<file path="config.mk">
export PLATFORM = sky130hd
export DESIGN_NAME = tsp_front_flat
export DESIGN_NICKNAME = d
export VERILOG_FILES = /design/src/rtl/core/tsp_pkg.sv /design/src/rtl/core/tsp_if.sv /design/src/rtl/core/tsp_front.sv /design/src/flat_wrapper.sv
export SDC_FILE = /design/constraint.sdc
export NUM_CORES = 1
export LEC_CHECK = 0
export ABC_AREA = 0
export BUFFER_PORTS_ARGS = -buffer_cell sky130_fd_sc_hd__buf_2
export CELL_PAD_IN_SITES_DETAIL_PLACEMENT = 1
export CELL_PAD_IN_SITES_GLOBAL_PLACEMENT = 1
export CORE_AREA = 2 2 106 108
export CTS_CLUSTER_SIZE = 10
export DETAILED_ROUTE_END_ITERATION = 10
export DIE_AREA = 0 0 108 110
export PLACE_DENSITY = 0.84
export SLEW_MARGIN = 15
export SYNTH_ARGS = -nofsm -noshare
export SYNTH_HDL_FRONTEND = slang
export SYNTH_SLANG_ARGS = --single-unit
</file>
<file path="constraint.sdc">
create_clock -name clk -period 4.2 [get_ports clk]
set_input_delay 0.21 -clock clk [delete_from_list [all_inputs] [get_ports clk]]
set_output_delay 0.21 -clock clk [all_outputs]
set_load 0.02 [all_outputs]
</file>
<file path="src/rtl/core/tsp_pkg.sv">
`timescale 1ns / 1ps
// Package for the topological sort / path count block.
// Holds widths, opcode names and the records shared by front, back and top.
package tsp_pkg;

  localparam int MAX_STATES = 1024;
  localparam int MAX_ARCS   = 4096;
  localparam int ST_W       = 10;   // state number
  localparam int AIX_W      = 12;   // arc index
  localparam int ACNT_W     = 13;   // arc count, holds MAX_ARCS
  localparam int DEG_W      = 13;
  localparam int PATH_W     = 63;
  localparam int NUM_W      = 11;   // state count, holds MAX_STATES
  localparam int QDEPTH     = 4;
  localparam int QPTR_W     = 2;

  localparam logic [PATH_W-1:0] PATH_MAX = {PATH_W{1'b1}};

  typedef logic [1:0] op_t;
  localparam op_t OP_LOAD  = 2'd0;
  localparam op_t OP_LAST  = 2'd1;
  localparam op_t OP_QUERY = 2'd2;

  // classified request handed from front to back
  typedef struct packed {
    op_t             op;
    logic [ST_W-1:0] src;
    logic [ST_W-1:0] dst;
    logic            has_dst;
    logic            fin;
    logic [ST_W-1:0] q;
  } item_t;

  // back status seen by the front
  typedef struct packed {
    logic clearing;
  } status_t;

endpackage

</file>
<file path="src/rtl/core/tsp_if.sv">
`timescale 1ns / 1ps
// Request and result channel interfaces of the sort block.
// Stand-alone; widths are fixed by the field definitions.
interface tsp_in_if;
  logic       valid;
  logic       ready;
  logic       cmd;
  logic [9:0] src_state;
  logic [9:0] dst_state;
  logic       has_dst;
  logic       src_final;
  logic       last_arc;
  logic [9:0] query_state;

  modport source (output valid, cmd, src_state, dst_state, has_dst, src_final,
                  last_arc, query_state, input ready);
  modport sink (input valid, cmd, src_state, dst_state, has_dst, src_final,
                last_arc, query_state, output ready);
endinterface


</file>
<file path="src/rtl/core/tsp_front.sv">
`timescale 1ns / 1ps
// Front part: takes requests, classifies them and queues them for the back.
// Depends on tsp_pkg and tsp_in_if.
module tsp_front import tsp_pkg::*; (
  input  logic       clk,
  input  logic       rst,
  tsp_in_if.sink     in_ch,
  input  status_t    status,
  input  logic       pop,
  output logic       item_valid,
  output item_t      item
);

  item_t             fifo [QDEPTH];
  logic [QPTR_W-1:0] wr_ptr;
  logic [QPTR_W-1:0] rd_ptr;
  logic [QPTR_W:0]   count;
  logic              push;
  logic              do_pop;
  item_t             cls;

  assign in_ch.ready = (count != QDEPTH[QPTR_W:0]) && !status.clearing;
  assign push        = in_ch.valid && in_ch.ready;
  assign item_valid  = (count != '0);
  assign do_pop      = pop && item_valid;
  assign item        = fifo[rd_ptr];

  // classify the request
  always_comb begin
    cls.src     = in_ch.src_state;
    cls.dst     = in_ch.dst_state;
    cls.has_dst = in_ch.has_dst;
    cls.fin     = in_ch.src_final;
    cls.q       = in_ch.query_state;
    if (in_ch.cmd) begin
      cls.op = OP_QUERY;
    end else if (in_ch.last_arc) begin
      cls.op = OP_LAST;
    end else begin
      cls.op = OP_LOAD;
    end
  end

  always_ff @(posedge clk) begin
    if (push) begin
      fifo[wr_ptr] <= cls;
    end
  end

  always_ff @(posedge clk) begin
    if (rst) begin
      wr_ptr <= '0;
      rd_ptr <= '0;
      count  <= '0;
    end else begin
      if (push) wr_ptr <= wr_ptr + 1'b1;
      if (do_pop) rd_ptr <= rd_ptr + 1'b1;
      if (push && !do_pop) begin
        count <= count + 1'b1;
      end else if (!push && do_pop) begin
        count <= count - 1'b1;
      end
    end
  end

endmodule

</file>
<file path="src/flat_wrapper.sv">
// flat-port wrapper written by rule: the top's interface ports become plain ports
module tsp_front_flat import tsp_pkg::*;
  (clk, rst, status, pop, item_valid, item, in_ch_valid, in_ch_cmd, in_ch_src_state, in_ch_dst_state, in_ch_has_dst, in_ch_src_final, in_ch_last_arc, in_ch_query_state, in_ch_ready);
  tsp_in_if in_ch_i ();
  input  logic clk;
  input  logic rst;
  input  status_t status;
  input  logic pop;
  output logic item_valid;
  output item_t item;
  input wire logic [$bits(in_ch_i.valid)-1:0] in_ch_valid;
  input wire logic [$bits(in_ch_i.cmd)-1:0] in_ch_cmd;
  input wire logic [$bits(in_ch_i.src_state)-1:0] in_ch_src_state;
  input wire logic [$bits(in_ch_i.dst_state)-1:0] in_ch_dst_state;
  input wire logic [$bits(in_ch_i.has_dst)-1:0] in_ch_has_dst;
  input wire logic [$bits(in_ch_i.src_final)-1:0] in_ch_src_final;
  input wire logic [$bits(in_ch_i.last_arc)-1:0] in_ch_last_arc;
  input wire logic [$bits(in_ch_i.query_state)-1:0] in_ch_query_state;
  output wire logic [$bits(in_ch_i.ready)-1:0] in_ch_ready;
  assign in_ch_i.valid = in_ch_valid;
  assign in_ch_i.cmd = in_ch_cmd;
  assign in_ch_i.src_state = in_ch_src_state;
  assign in_ch_i.dst_state = in_ch_dst_state;
  assign in_ch_i.has_dst = in_ch_has_dst;
  assign in_ch_i.src_final = in_ch_src_final;
  assign in_ch_i.last_arc = in_ch_last_arc;
  assign in_ch_i.query_state = in_ch_query_state;
  assign in_ch_ready = in_ch_i.ready;
  tsp_front u_core (.clk(clk), .rst(rst), .in_ch(in_ch_i), .status(status), .pop(pop), .item_valid(item_valid), .item(item));
endmodule
</file>
==> results of run 1 <==
-- cells in the final DEF (no fill, tap or decap), types with 2 or more instances in the layout --
cell type	Yosys	final
sky130_fd_sc_hd__edfxtp_1	136	136
sky130_fd_sc_hd__buf_2	3	74
sky130_fd_sc_hd__dlygate4sd3_1	0	34
sky130_fd_sc_hd__mux4_2	30	30
sky130_fd_sc_hd__clkbuf_16	0	16
sky130_fd_sc_hd__nor2_1	7	7
sky130_fd_sc_hd__dfxtp_1	9	7
sky130_fd_sc_hd__bufinv_16	0	6
sky130_fd_sc_hd__ha_1	5	5
sky130_fd_sc_hd__mux4_1	4	4
sky130_fd_sc_hd__and2_2	0	4
sky130_fd_sc_hd__xor2_1	4	4
sky130_fd_sc_hd__inv_1	3	3
sky130_fd_sc_hd__nand2b_1	3	3
sky130_fd_sc_hd__clkbuf_8	0	3
sky130_fd_sc_hd__clkbuf_1	2	3
sky130_fd_sc_hd__a21oi_1	2	2
sky130_fd_sc_hd__or3_1	2	2
sky130_fd_sc_hd__mux2i_1	2	2
sky130_fd_sc_hd__dfxtp_2	0	2
sky130_fd_sc_hd__clkinv_2	0	2
-- logic make-up after synthesis --
logic type | after synthesis | synth area share
buffers and inverters | 12 | 0.01930
DFF | 145 | 0.7829
AOI/OAI and AO/OA | 6 | 0.009648
muxes | 37 | 0.1491
xor gates and xnor gates | 4 | 0.006432
and+or+nand+nor | 18 | 0.01746
adders and majority gates | 6 | 0.01516
-- layout make-up --
type | instances | share of cell area
Multi-Input combinational cell | 71 | 0.1566
Inverter | 3 | 0.001629
Sequential cell | 145 | 0.6172
Tap cell | 140 | 0.02534
Clock buffer | 22 | 0.06552
Clock inverter | 10 | 0.02986
Timing Repair Buffer | 109 | 0.1039
-- metal layers --
metal | vias up | track usage | part of all wire
met2 | 65 | 0.3226 | 0.52
li1 | 1191 | - | -
met4 | 0 | 0.07509 | 0.018
met5 | - | 0 | 0
met3 | 16 | 0.05996 | 0.037
met1 | 1380 | 0.2334 | 0.42
-- report_power, final --
group | internal (µW) | switching (µW) | total [µW]
registers | 1670 | 127 | 1800
logic | 405 | 418 | 822
clock network | 1120 | 543 | 1660
total | 3190 | 1090 | 4280
-- stage by stage --
stage               instance area, µm²  hold WS [ns]  instances
global placement                  5913        0.4223        434
global route                      6913       0.08700        500
finish                            6913       0.09013        500
CTS                               6913       0.06932        500
floorplan                         5446        0.3089        228
detailed placement                5913        0.4284        434
-- flip-flops by register name, summed over array words and instances (netlist names), named ones only --
name           count
u_core.rd_ptr      2
u_core.fifo      136
u_core.wr_ptr      2
u_core.count       3
-- path summary, 6_finish.rpt --
check / cells after the start / slack [ns] / endpoint / from
max: 3 / 1.48 / item[17] / flip-flop
min: 4 / 0.09 / u_core.rd_ptr[0]$_SDFFE_PP0P_ / pop
max reg2reg: 8 / 1.97 / u_core.count[2]$_SDFFE_PP0P_ / u_core.count[0]$_SDFFE_PP0P_
min reg2reg: 2 / 0.52 / u_core.wr_ptr[1]$_SDFFE_PP0P_ / u_core.wr_ptr[1]$_SDFFE_PP0P_
-- repair_timing --
action                                 in CTS  in global routing
endpoints found under the hold margin     138                  0
gates resized for setup                     0                  0
hold buffers                               34                  0
buffers inserted                            0                  0
-- critical path: stages, from the launching register on --
cell and delay (ns):
sky130_fd_sc_hd__dfxtp_2 0.88, sky130_fd_sc_hd__buf_4 0.39, sky130_fd_sc_hd__mux4_2 0.55, sky130_fd_sc_hd__buf_2 0.18
==> metrics list, run 1 <==
- Wires add up to 10,150 µm.
- In this run the worst hold path is classified as primary input to flip-flop.
- Maximum achievable frequency: 367.2 MHz
* Fin crit period: 2.723 ns
* Predominant post-synthesis flop cell: sky130_fd_sc_hd__edfxtp_1
- Clock Pin Slew Worst Setup and Hold Paths: 0.06 ns
- Flip-flop and latch count after synthesis: around 150
* Outcome: finished, final reports clean
* Number of sinks handled by clock tree synthesis: 145
* WL/cell: between 20 and 25 µm
- The initial utilization of the core area, before any placement, comes to 0.5091.
* Net count after synthesis: between 200 and 300
- Pre-antenna DRT Iters: 4
- The core region is 10,700 µm².
- Final setup TNS: 0 ns
* Total global routing overflow: 0
* Share of the synthesized area in the top cell type: 0.7498
- In this run, the number of DRC markers left after iteration 0 of detailed routing was approximately 140.
- In the final layout, the share of cells above drive strength 1 is 0.3972.
* Post-synthesis sequential area ratio: 0.7829
- Number of instances in the synthesized netlist: 228
- Master cell of the clock root buffer: sky130_fd_sc_hd__clkbuf_8
- In the global route stage, overall resource usage came out at 0.1913.
* Most used standard cells in the synthesized netlist: sky130_fd_sc_hd__edfxtp_1 (136), sky130_fd_sc_hd__mux4_2 (30), sky130_fd_sc_hd__dfxtp_1 (9)
- Measured along the x axis, the die boundary spans roughly 110 µm.
- Across the whole layout, storage elements account for 4267 µm².
- Detail Placement HPWL: around 5900 µm
- In the finished design, the share of the clock period the worst path needs comes to 0.6483.
- Vias per cell: around 5.3
* Minimum setup slack after placement: 1.925 ns
- Power per cell area: 618.8 nW/µm²
- In this run the worst path has a maximum fanout of 24.
- 0 antenna diodes ended up in the layout.
- TritonCTS buffer count: 17
- Setup-failing EPs final: 0
* Slew Limit Fails: 0
* Buffer depth of the longest clock path: 2
- IR analysis of the VDD net gives a maximum drop of roughly 480 µV.
* Type of the worst setup path: flip-flop to output port
- Fill cells in the final layout number 911.
- Summing every instance area after synthesis gives 5446 µm².
- Setup Skew: 0.006294 ns
- Clock latency on the worst-skew pair: 0.51 ns
- Count of final hold-check violations: 0
- Via count of the first global-routing pass: slightly below 3,000
- Net count, final: 392
- Leading cell type by number of instances after synthesis: sky130_fd_sc_hd__edfxtp_1
- Entering global routing, the biggest net connects 35 pins.
- During placement, the flow inserted port buffers numbering 74.
- The worst setup path is captured at an output port.
* Distinct cells, synth: 25
- Clock tree from TritonCTS: yes
- Largest cells by area after synthesis: sky130_fd_sc_hd__edfxtp_1 (75%), sky130_fd_sc_hd__mux4_2 (12%), sky130_fd_sc_hd__dfxtp_1 (3.3%)
- Htree depth: 4
- Leakage power: 0.002399 µW
- Across all setup checks in the final design, the least slack found is 1.477 ns.
- Residual DRC: 0
- Number of max-cap violations: 0
- The largest total area in the synthesized netlist belongs to sky130_fd_sc_hd__edfxtp_1.
- The initial antenna violation count was 0.
* Number of flops mapped to enable cells by yosys: between 100 and 150
- Area growth from synthesis to final layout: 26.92%
- Row generation in the floorplan step produced 38 rows.
* Relative slew slack: 0.3623
- In this run the vertical extent of the chip is 110 µm.
* Total power of the final layout: 4277 µW
- The first global-routing pass estimated 16,040 µm of wire.
- In the synthesized netlist the async set-or-reset flop fraction comes to 0.
* Routability-driven placement congestion ratio: 0.6940
- For the worst setup path, the data required time is roughly 4 ns.
- Final core utilization: 0.6462
- The routed layout has 2,652 vias.
- Synthesized area per cell: 23.89 µm²
- Summing all multi-input logic gate instances after layout gives roughly 1100 µm².
* Tightest Pin Transition: 0.9565 ns
- The worst setup path is launched from a flip-flop.
- Antenna Nets Post-Route: 0
* Arrival time at the worst endpoint: 2.51 ns
- Die ar.: 11,880 µm²
* Unrepaired setup endpoints after global routing: no
- For this design the top-level I/O count stands at 75.
* Ys Warns: 0
(Power assumes the default switching activity.)
==> run 2, diff against run 1 <==
--- a/config.mk
+++ b/config.mk
@@ -9,11 +9,11 @@
 export BUFFER_PORTS_ARGS = -buffer_cell sky130_fd_sc_hd__buf_2
 export CELL_PAD_IN_SITES_DETAIL_PLACEMENT = 1
 export CELL_PAD_IN_SITES_GLOBAL_PLACEMENT = 1
-export CORE_AREA = 2 2 106 108
+export CORE_AREA = 2 2 114 116
 export CTS_CLUSTER_SIZE = 10
 export DETAILED_ROUTE_END_ITERATION = 10
-export DIE_AREA = 0 0 108 110
-export PLACE_DENSITY = 0.84
+export DIE_AREA = 0 0 116 118
+export PLACE_DENSITY = 0.78
 export SLEW_MARGIN = 15
 export SYNTH_ARGS = -nofsm -noshare
 export SYNTH_HDL_FRONTEND = slang
==> constraint.sdc (replaced) <==
create_clock -name clk -period 2.3 [get_ports clk]
set_input_delay 0.115 -clock clk [delete_from_list [all_inputs] [get_ports clk]]
set_output_delay 0.115 -clock clk [all_outputs]
set_load 0.02 [all_outputs]
==> run 2 against run 1 <==
  * Global-route usage shrank 2.9 points
  * Flip-flop and latch count is the same
  * Clock skew is essentially flat
  * Largest power group unchanged
  * Worst hold slack lost 0.010 ns
  * Final cell count grew 8.4%
  * Count of clock-buffer cells in the layout grew 5
  * Critical path type is now flip-flop to flip-flop
==> metrics list, run 2 (synthesized netlist as in run 1, its figures left out) <==
* Outcome: finished, final reports clean
- Leading cell type in the layout, fill and taps excluded: sky130_fd_sc_hd__edfxtp_1
* Detail Placement HPWL: 6216 µm (+5.5%)
- Die ar.: 13,690 µm² (+15%)
* Switching share of power: 0.2651 (+0.01087)
* Minimum setup slack after placement: 0.1370 ns (-1.788 ns)
* Setup Skew: 0.006130 ns (-0.0001637 ns)
- Fin crit period: between 2 and 2.5 ns
* Maximum achievable frequency: 475.7 MHz
- The total power came to 7595 µW (+78%).
* Total I/O pin count: 75 (unchanged)
* Period Utilization, post-route: 0.9139
- The post-route antenna net violation count was 0 (unchanged).
- The logic depth of the worst setup path including buffers is 7 (+4).
* Arrival time at the worst endpoint: 2.44 ns (-0.07 ns)
- The number of cell rows came to 41 (+7.9%).
- The fraction of layout instances using a drive strength above 1 is 0.4189 (+0.02170).
- Number of buffers and inverters on the critical path: 1 (-1)
- The net total in the final layout was 402 (+2.6%).
- Register name with the most flops: u_core.fifo
- The clock insertion delay at the later pin of the skew report is 0.41 ns (-0.10 ns).
- Unrepaired setup endpoints after global routing: no
- The largest voltage drop on the vdd net came to 551.6 µV (+14%).
- Vias per cell: 4.928 (-7.1%)
- The total internal power is 5582 µW (+75%).
- In this run the worst setup path terminates at u_core.count[2]$_SDFFE_PP0P_.
- The average wire length per cell after detail routing was 18.77 µm (-7.5%).
- The maximum number of pins on one net before global-route repair came to 35 (unchanged).
* Number of max-cap violations: 0 (unchanged)
- Clock Pin Slew Worst Setup and Hold Paths: 0.06 ns (about the same)
* Logic depth of the worst register-to-register path: 7 (-1)
- Floorplan Core Area: 12,410 µm² (+16%)
- Post-CTS Repair Setup Buffers: 0 (unchanged)
- The number of fill cells is 1,130 (+24%).
- Worst R2R Start: u_core.count[2]$_SDFFE_PP0P_
- Die width: 116 µm (+7.4%)
- The cell area after placement is 6078 µm² (+2.8%).
* CP max FO: 7 (-71%)
- # diodes: 0 (unchanged)
* Buffer depth of the longest clock path: 2 (unchanged)
- Critical-path top delay cell: sky130_fd_sc_hd__dfxtp_1
- Tightest Pin Transition: 0.4422 ns (-0.5143 ns)
- Sort of element at the end of the critical path: flip-flop
- Walking the worst path, the cells encountered are o31ai_4 -> ha_1 -> inv_1 -> fa_1 -> xor2_1 -> or3_1 -> a21oi_1.
- The final global-route overflow total is 0 (unchanged).
- Clock tree synthesis selected as its root buffer the cell sky130_fd_sc_hd__clkbuf_16.
- The depth of the CTS H-tree is 4 (unchanged).
* Startpoint types: flip-flop
- The total number of vias is 2,671 (+0.72%).
- Slew Limit Fails: 0 (unchanged)
- Tracing the worst setup path back leads to its startpoint at u_core.count[2]$_SDFFE_PP0P_.
* Type of the worst setup path: flip-flop to flip-flop
- Final Cell Area: 7042 µm² (+1.9%)
* Number of sinks handled by clock tree synthesis: 145 (unchanged)
* Switch Pwr: 2013 µW (+85%)
* Via count of the first global-routing pass: 2,959 (-0.77%)
* Global-route wire length before repair: 15,990 µm (-0.30%)
* Sequential power share: 0.421 (about the same)
- Clock power frac: 0.360 (-0.028)
- The critical path required time is 2.64 ns (-1.35 ns).
- The leakage power of the design was 0.002443 µW (+1.8%).
* Area growth from synthesis to final layout: 29.29%
- The number of CTS-inserted buffers was 17 (unchanged).
* Count of final hold-check violations: 0 (unchanged)
- Reg2Reg Setup Slack: 0.20 ns (-1.77 ns)
* Delay contributed by the slowest stage of the critical path: 0.40 ns (-0.48 ns)
- Clock tree from TritonCTS: yes
- Residual DRC: 0 (unchanged)
- The part of the power in combinational logic was 0.219 (+0.027).
- Setup slack after layout: 0.1980 ns (-1.279 ns)
- In the final layout, the registers with the most flip-flops are u_core.fifo: 136 flops, u_core.count: 3 flops.
* Wirelength, routed: 10,170 µm (+0.24%)
* Power per cell area: 1079 nW/µm² (+74%)
* Number of input and output port buffers inserted: 74 (unchanged)
- Class of the tightest hold or removal check: primary input to flip-flop
- Routability-driven placement congestion ratio: 0.7124 (+2.7%)
- The normalized max-slew margin came to 0.7052 (+0.3429).
* Number of flip-flops in the largest register: 136 (unchanged)
- In this run the critical register-to-register path is captured at u_core.count[2]$_SDFFE_PP0P_.
* Pre-antenna DRT Iters: 4 (unchanged)
- The initial DRC count is 156 (+15%).
- Final setup TNS: 0 ns (unchanged)
* GRT Util Overall: 0.1620 (-0.02934)
- Vertical die dimension: 118 µm (+7.3%)
- Cell depth of the worst min-delay path: 4 (unchanged)
* Category of cells accounting for the largest share of critical-path delay: adder cells
- Hold WS: 0.07996 ns (-0.01017 ns)
* Highest-count cells in the layout ignoring fill and taps: sky130_fd_sc_hd__edfxtp_1 (136), sky130_fd_sc_hd__buf_2 (74), sky130_fd_sc_hd__dlygate4sd3_1 (34), sky130_fd_sc_hd__mux4_2 (30), sky130_fd_sc_hd__clkbuf_16 (21)
- Setup-failing EPs final: 0 (unchanged)
* Antenna violations before repair: 0 (unchanged)
- The initial standard-cell utilization of the core was 0.4387 (-0.07040).
run 2: metrics by stage:
| step | instances | util |
|---|---|---|
| after floorplan | 228 | - |
| after detailed placement | 476 | 0.4896 |
| final | 542 | 0.5672 |
| after global placement | 476 | 0.4896 |
| after CTS | 542 | 0.5663 |
| after global routing | 542 | 0.5672 |
run 2: power by group through the flow:
stage	Sequential (µW)	Combinational, µW	Clock [µW]
3_5_place_dp	3260	1650	0
5_1_grt	3230	1790	2900
4_1_cts	3200	1700	2790
3_3_place_gp	3240	1630	0
2_1_floorplan	3160	1300	0
6_report	3200	1660	2730
run 2: worst min-delay path, cell delays in order:
cell	delay (ns)
sky130_fd_sc_hd__buf_2	0.13
sky130_fd_sc_hd__o31ai_4	0.06
sky130_fd_sc_hd__xor2_1	0.08
sky130_fd_sc_hd__nor2_1	0.07
run 2: worst min-delay path by stage:
stage / from / endpoint / slack (ns)
6_report: pop / u_core.rd_ptr[0]$_SDFFE_PP0P_ / 0.08
3_3_place_gp: in_ch_src_state[3] / u_core.fifo[1][25]$_DFFE_PP_ / 0.32
4_1_cts: pop / u_core.rd_ptr[0]$_SDFFE_PP0P_ / 0.08
2_1_floorplan: in_ch_query_state[0] / u_core.fifo[0][0]$_DFFE_PP_ / 0.21
5_1_grt: pop / flip-flop / 0.1
3_5_place_dp: in_ch_src_state[6] / u_core.fifo[2][28]$_DFFE_PP_ / 0.33
run 2: per-layer routing:
metal | wire, µm | track usage | vias to the layer above | part of all wire
met5 | 0 | 0 | - | 0
met4 | 151 | 0.06771 | 0 | 0.015
met3 | 410 | 0.04583 | 13 | 0.040
met2 | 5506 | 0.2796 | 66 | 0.54
met1 | 4102 | 0.1876 | 1384 | 0.40
li1 | - | - | 1208 | -
run 2: final cells by class:
cell class	count	area, µm²	area share
Clock inverter	5	33.78	0.004797
Clock buffer	27	578.1	0.08209
Inverter	3	11.26	0.001599
Timing Repair Buffer	119	843.3	0.1198
Tap cell	172	215.2	0.03056
Multi-Input combinational cell	71	1091	0.1549
Sequential cell	145	4269	0.6063
run 2: what timing repair did:
item | in CTS | in global routing
resized for setup | 0 | 3
hold endpoints to repair | 137 | 0
endpoints found under the setup margin | 0 | 1
hold buffers | 34 | 0
==> run 3, diff against run 2 <==
--- a/config.mk
+++ b/config.mk
@@ -9,11 +9,11 @@
 export BUFFER_PORTS_ARGS = -buffer_cell sky130_fd_sc_hd__buf_2
 export CELL_PAD_IN_SITES_DETAIL_PLACEMENT = 1
 export CELL_PAD_IN_SITES_GLOBAL_PLACEMENT = 1
-export CORE_AREA = 2 2 114 116
+export CORE_AREA = 2 2 108 110
 export CTS_CLUSTER_SIZE = 10
 export DETAILED_ROUTE_END_ITERATION = 10
-export DIE_AREA = 0 0 116 118
-export PLACE_DENSITY = 0.78
+export DIE_AREA = 0 0 110 112
+export PLACE_DENSITY = 0.82
 export SLEW_MARGIN = 15
 export SYNTH_ARGS = -nofsm -noshare
 export SYNTH_HDL_FRONTEND = slang
==> constraint.sdc (replaced) <==
create_clock -name clk -period 2.25 [get_ports clk]
set_input_delay 0.1125 -clock clk [delete_from_list [all_inputs] [get_ports clk]]
set_output_delay 0.1125 -clock clk [all_outputs]
set_load 0.02 [all_outputs]
==> run 3 against run 2 <==
  * Utilization is 6.7 points higher
  * Non-clock buffer count is 1 lower
  * Wire length is 9.4% higher
  * Power is 10% higher
  * Final area is 0.66% higher
  * Die area is 10% lower
  * Largest cell class unchanged
  * Clock skew is 0.0027 ns higher
  * Sequential share of layout area is 0.43 points lower
  * First-iteration DRC count is 1.3% lower
  * Flip-flop and latch count stayed put
  * Combinational power is 6% higher
==> metrics list, run 3 (synthesized netlist as in run 1, its figures left out) <==
- Outcome: finished, final reports clean
- The via count of the first global-routing pass is 3,063 (+3.5%).
* Detailed router's first-iteration violation count: 154 (-1.3%)
* Setup-failing EPs final: 0 (unchanged)
- The final critical path time including I/O delays and setup is 2.089 ns (-0.01318 ns).
- Die width: 110 µm (-5.2%)
- The total routing resource utilization after global routing came to 0.2014 (+0.03939).
- Reg2Reg Setup Slack: 0.16 ns (-0.04 ns)
- The number of vias per cell is 5.369 (+9.0%).
- Clock tree synthesis selected as its root buffer the cell sky130_fd_sc_hd__clkbuf_16.
* Period Utilization, post-route: 0.9284 (+0.01445)
- The initial standard-cell utilization of the core was 0.4874 (+0.04868).
- In the layout the commonest cells are sky130_fd_sc_hd__edfxtp_1 (136), sky130_fd_sc_hd__buf_2 (74), sky130_fd_sc_hd__dlygate4sd3_1 (34), sky130_fd_sc_hd__mux4_2 (30), sky130_fd_sc_hd__clkbuf_16 (17).
- Ranked by flip-flop count, first place goes to u_core.fifo.
- The initial antenna violation count was 0 (unchanged).
- Total global routing overflow: 0 (unchanged)
* Class of the tightest hold or removal check: primary input to flip-flop
* Vertical die dimension: 112 µm (-5.1%)
- The largest registers in the layout are u_core.fifo: 136 flops, u_core.count: 3 flops.
* Routability-driven placement congestion ratio: 0.6838 (-4.0%)
- Antenna Nets Post-Route: 0 (unchanged)
- The total wire length came to 11,120 µm (+9.4%).
* Placement row count: 39 (-4.9%)
- Count of final hold-check violations: 0 (unchanged)
- The global-route wire length before repair came to 17,220 µm (+7.7%).
- Arrival time at the worst endpoint: 2.43 ns (about the same)
* Logic depth of the worst register-to-register path: 7 (unchanged)
* CP Launch Point: u_core.count[2]$_SDFFE_PP0P_
- Total I/O pin count: 75 (unchanged)
* Number of flip-flops in the largest register: 136 (unchanged)
- Detail Placement HPWL: 6375 µm (+2.6%)
- Final core utilization: 0.6343 (+0.06708)
* Leading cell type in the layout, fill and taps excluded: sky130_fd_sc_hd__edfxtp_1
- The number of fill cells was 932 (-18%).
- Relative slew slack: 0.6923 (-0.01284)
* Setup Skew: 0.008846 ns (+0.002716 ns)
* Layout cell share with drive strength beyond 1: 0.4146 (-0.004285)
- The leakage power of the design was 0.002475 µW (+1.3%).
- CP required: 2.59 ns (-0.05 ns)
* Slew Limit Fails: 0 (unchanged)
* Residual DRC: 0 (unchanged)
* Type of the worst setup path: flip-flop to flip-flop
- Tightest Pin Transition: 0.4615 ns (+0.01926 ns)
- # diodes: 0 (unchanged)
* Launch point of the worst hold path: pop
* Area growth from synthesis to final layout: 30.14%
- The total power density per cell area is 1179 nW/µm² (+9.3%).
* Maximum vdd drop: 593.4 µV (+7.6%)
- The sink count of the clock tree was 145 (unchanged).
- In this run the critical register-to-register path is captured at u_core.count[2]$_SDFFE_PP0P_.
- The top achievable clock speed came to 478.7 MHz (+0.63%).
* Floorplan Core Area: 11,170 µm² (-10%)
* Post-CTS resize count: 0 (unchanged)
- The depth of the CTS H-tree was 4 (unchanged).
- STA classifies the critical path endpoint as a flip-flop.
- Unrepaired setup endpoints after global routing: no
- Clock Pin Slew Worst Setup and Hold Paths: 0.06 ns (about the same)
- Number of input and output port buffers inserted: 74 (unchanged)
- Pre-antenna DRT Iters: 6 (+2)
- WL/cell: 21.72 µm (+16%)
- The maximum number of pins on one net before global-route repair is 35 (unchanged).
* Net count, final: 401 (-0.25%)
- Clock latency on the worst-skew pair: 0.42 ns (about the same)
- Worst R2R Start: u_core.count[2]$_SDFFE_PP0P_
- The largest fanout of any net on the critical path was 7 (unchanged).
- The number of CTS-inserted buffers was 17 (unchanged).
- Number of max-cap violations: 0 (unchanged)
* Total power of the final layout: 8357 µW (+10%)
- The number of buffers on the longest clock path came to 2 (unchanged).
* Total number of vias: 2,749 (+2.9%)
- STA classifies the critical path startpoint as a flip-flop.
* Hold Path End: u_core.rd_ptr[0]$_SDFFE_PP0P_
- Clock tree from TritonCTS: yes
- The final total negative setup slack came to 0 ns (unchanged).
- Cell depth of the worst min-delay path: 4 (unchanged)
* Die ar.: 12,320 µm² (-10%)
==> run 3: cell count changes in the layout (fill, tap and decap cells not counted), sizes merged <==
cell / previous run / this run
clkinvlp: 2 / 3
bufinv: 0 / 8
clkbuf: 27 / 17
buf: 85 / 84
clkinv: 3 / 4
==> run 3: per-layer routing <==
layer | wire length, µm | share of wire | track usage
met5 | 0 | 0 | 0
met4 | 257 | 0.023 | 0.08861
met3 | 488 | 0.044 | 0.05621
met2 | 5887 | 0.53 | 0.3297
met1 | 4489 | 0.40 | 0.2491
==> run 3: repair_timing <==
| action | 4_1_cts | 5_1_grt |
|---|---|---|
| buffers inserted | 0 | 0 |
| hold buffers | 34 | 0 |
| endpoints found under the hold margin | 139 | 0 |
==> run 3: cell type report <==
type | count | area, µm² | share of cell area
clock buffers | 17 | 425.4 | 0.06002
clock inverters | 15 | 287.8 | 0.04060
inverters | 3 | 11.26 | 0.001589
multi-input cells | 71 | 1082 | 0.1527
flip-flops and latches | 145 | 4267 | 0.6019
well taps | 143 | 178.9 | 0.02524
repair buffers | 118 | 835.8 | 0.1179
==> run 3: per-stage QoR <==
step	worst slack [ns]	hold slack, ns	area (µm²)	cells
2_1_floorplan	0.2347	0.2114	5446	228
3_3_place_gp	0.2457	0.3232	6035	446
3_5_place_dp	0.1567	0.3333	6035	446
4_1_cts	0.1403	0.05811	7088	512
5_1_grt	0.02059	0.1072	7088	512
6_report	0.1612	0.07673	7088	512
==> run 3: power by group <==
| group | switching [µW] | leakage [µW] | internal (µW) |
|---|---|---|---|
| logic | 941 | 0.000831 | 815 |
| clock network | 1080 | 0.000334 | 2300 |
| registers | 109 | 0.00131 | 3120 |
==> run 3: worst max-delay path by stage <==
stage	to	slack (ns)	cells past startpoint
final	u_core.count[2]$_SDFFE_PP0P_	0.16	7
after global routing	u_core.count[2]$_SDFFE_PP0P_	0.02	8
after CTS	u_core.count[2]$_SDFFE_PP0P_	0.14	7
after detailed placement	u_core.count[2]$_SDFFE_PP0P_	0.16	7
after global placement	u_core.count[2]$_SDFFE_PP0P_	0.25	7
after floorplan	u_core.fifo[0][0]$_DFFE_PP_	0.23	3
==> run 3: critical path: stages, from the launching register on <==
cell and delay, ns:
sky130_fd_sc_hd__dfxtp_1 0.38, sky130_fd_sc_hd__o31ai_2 0.33, sky130_fd_sc_hd__ha_1 0.24, sky130_fd_sc_hd__inv_1 0.06
sky130_fd_sc_hd__fa_1 0.37, sky130_fd_sc_hd__xor2_1 0.18, sky130_fd_sc_hd__or3_1 0.31, sky130_fd_sc_hd__a21oi_1 0.15
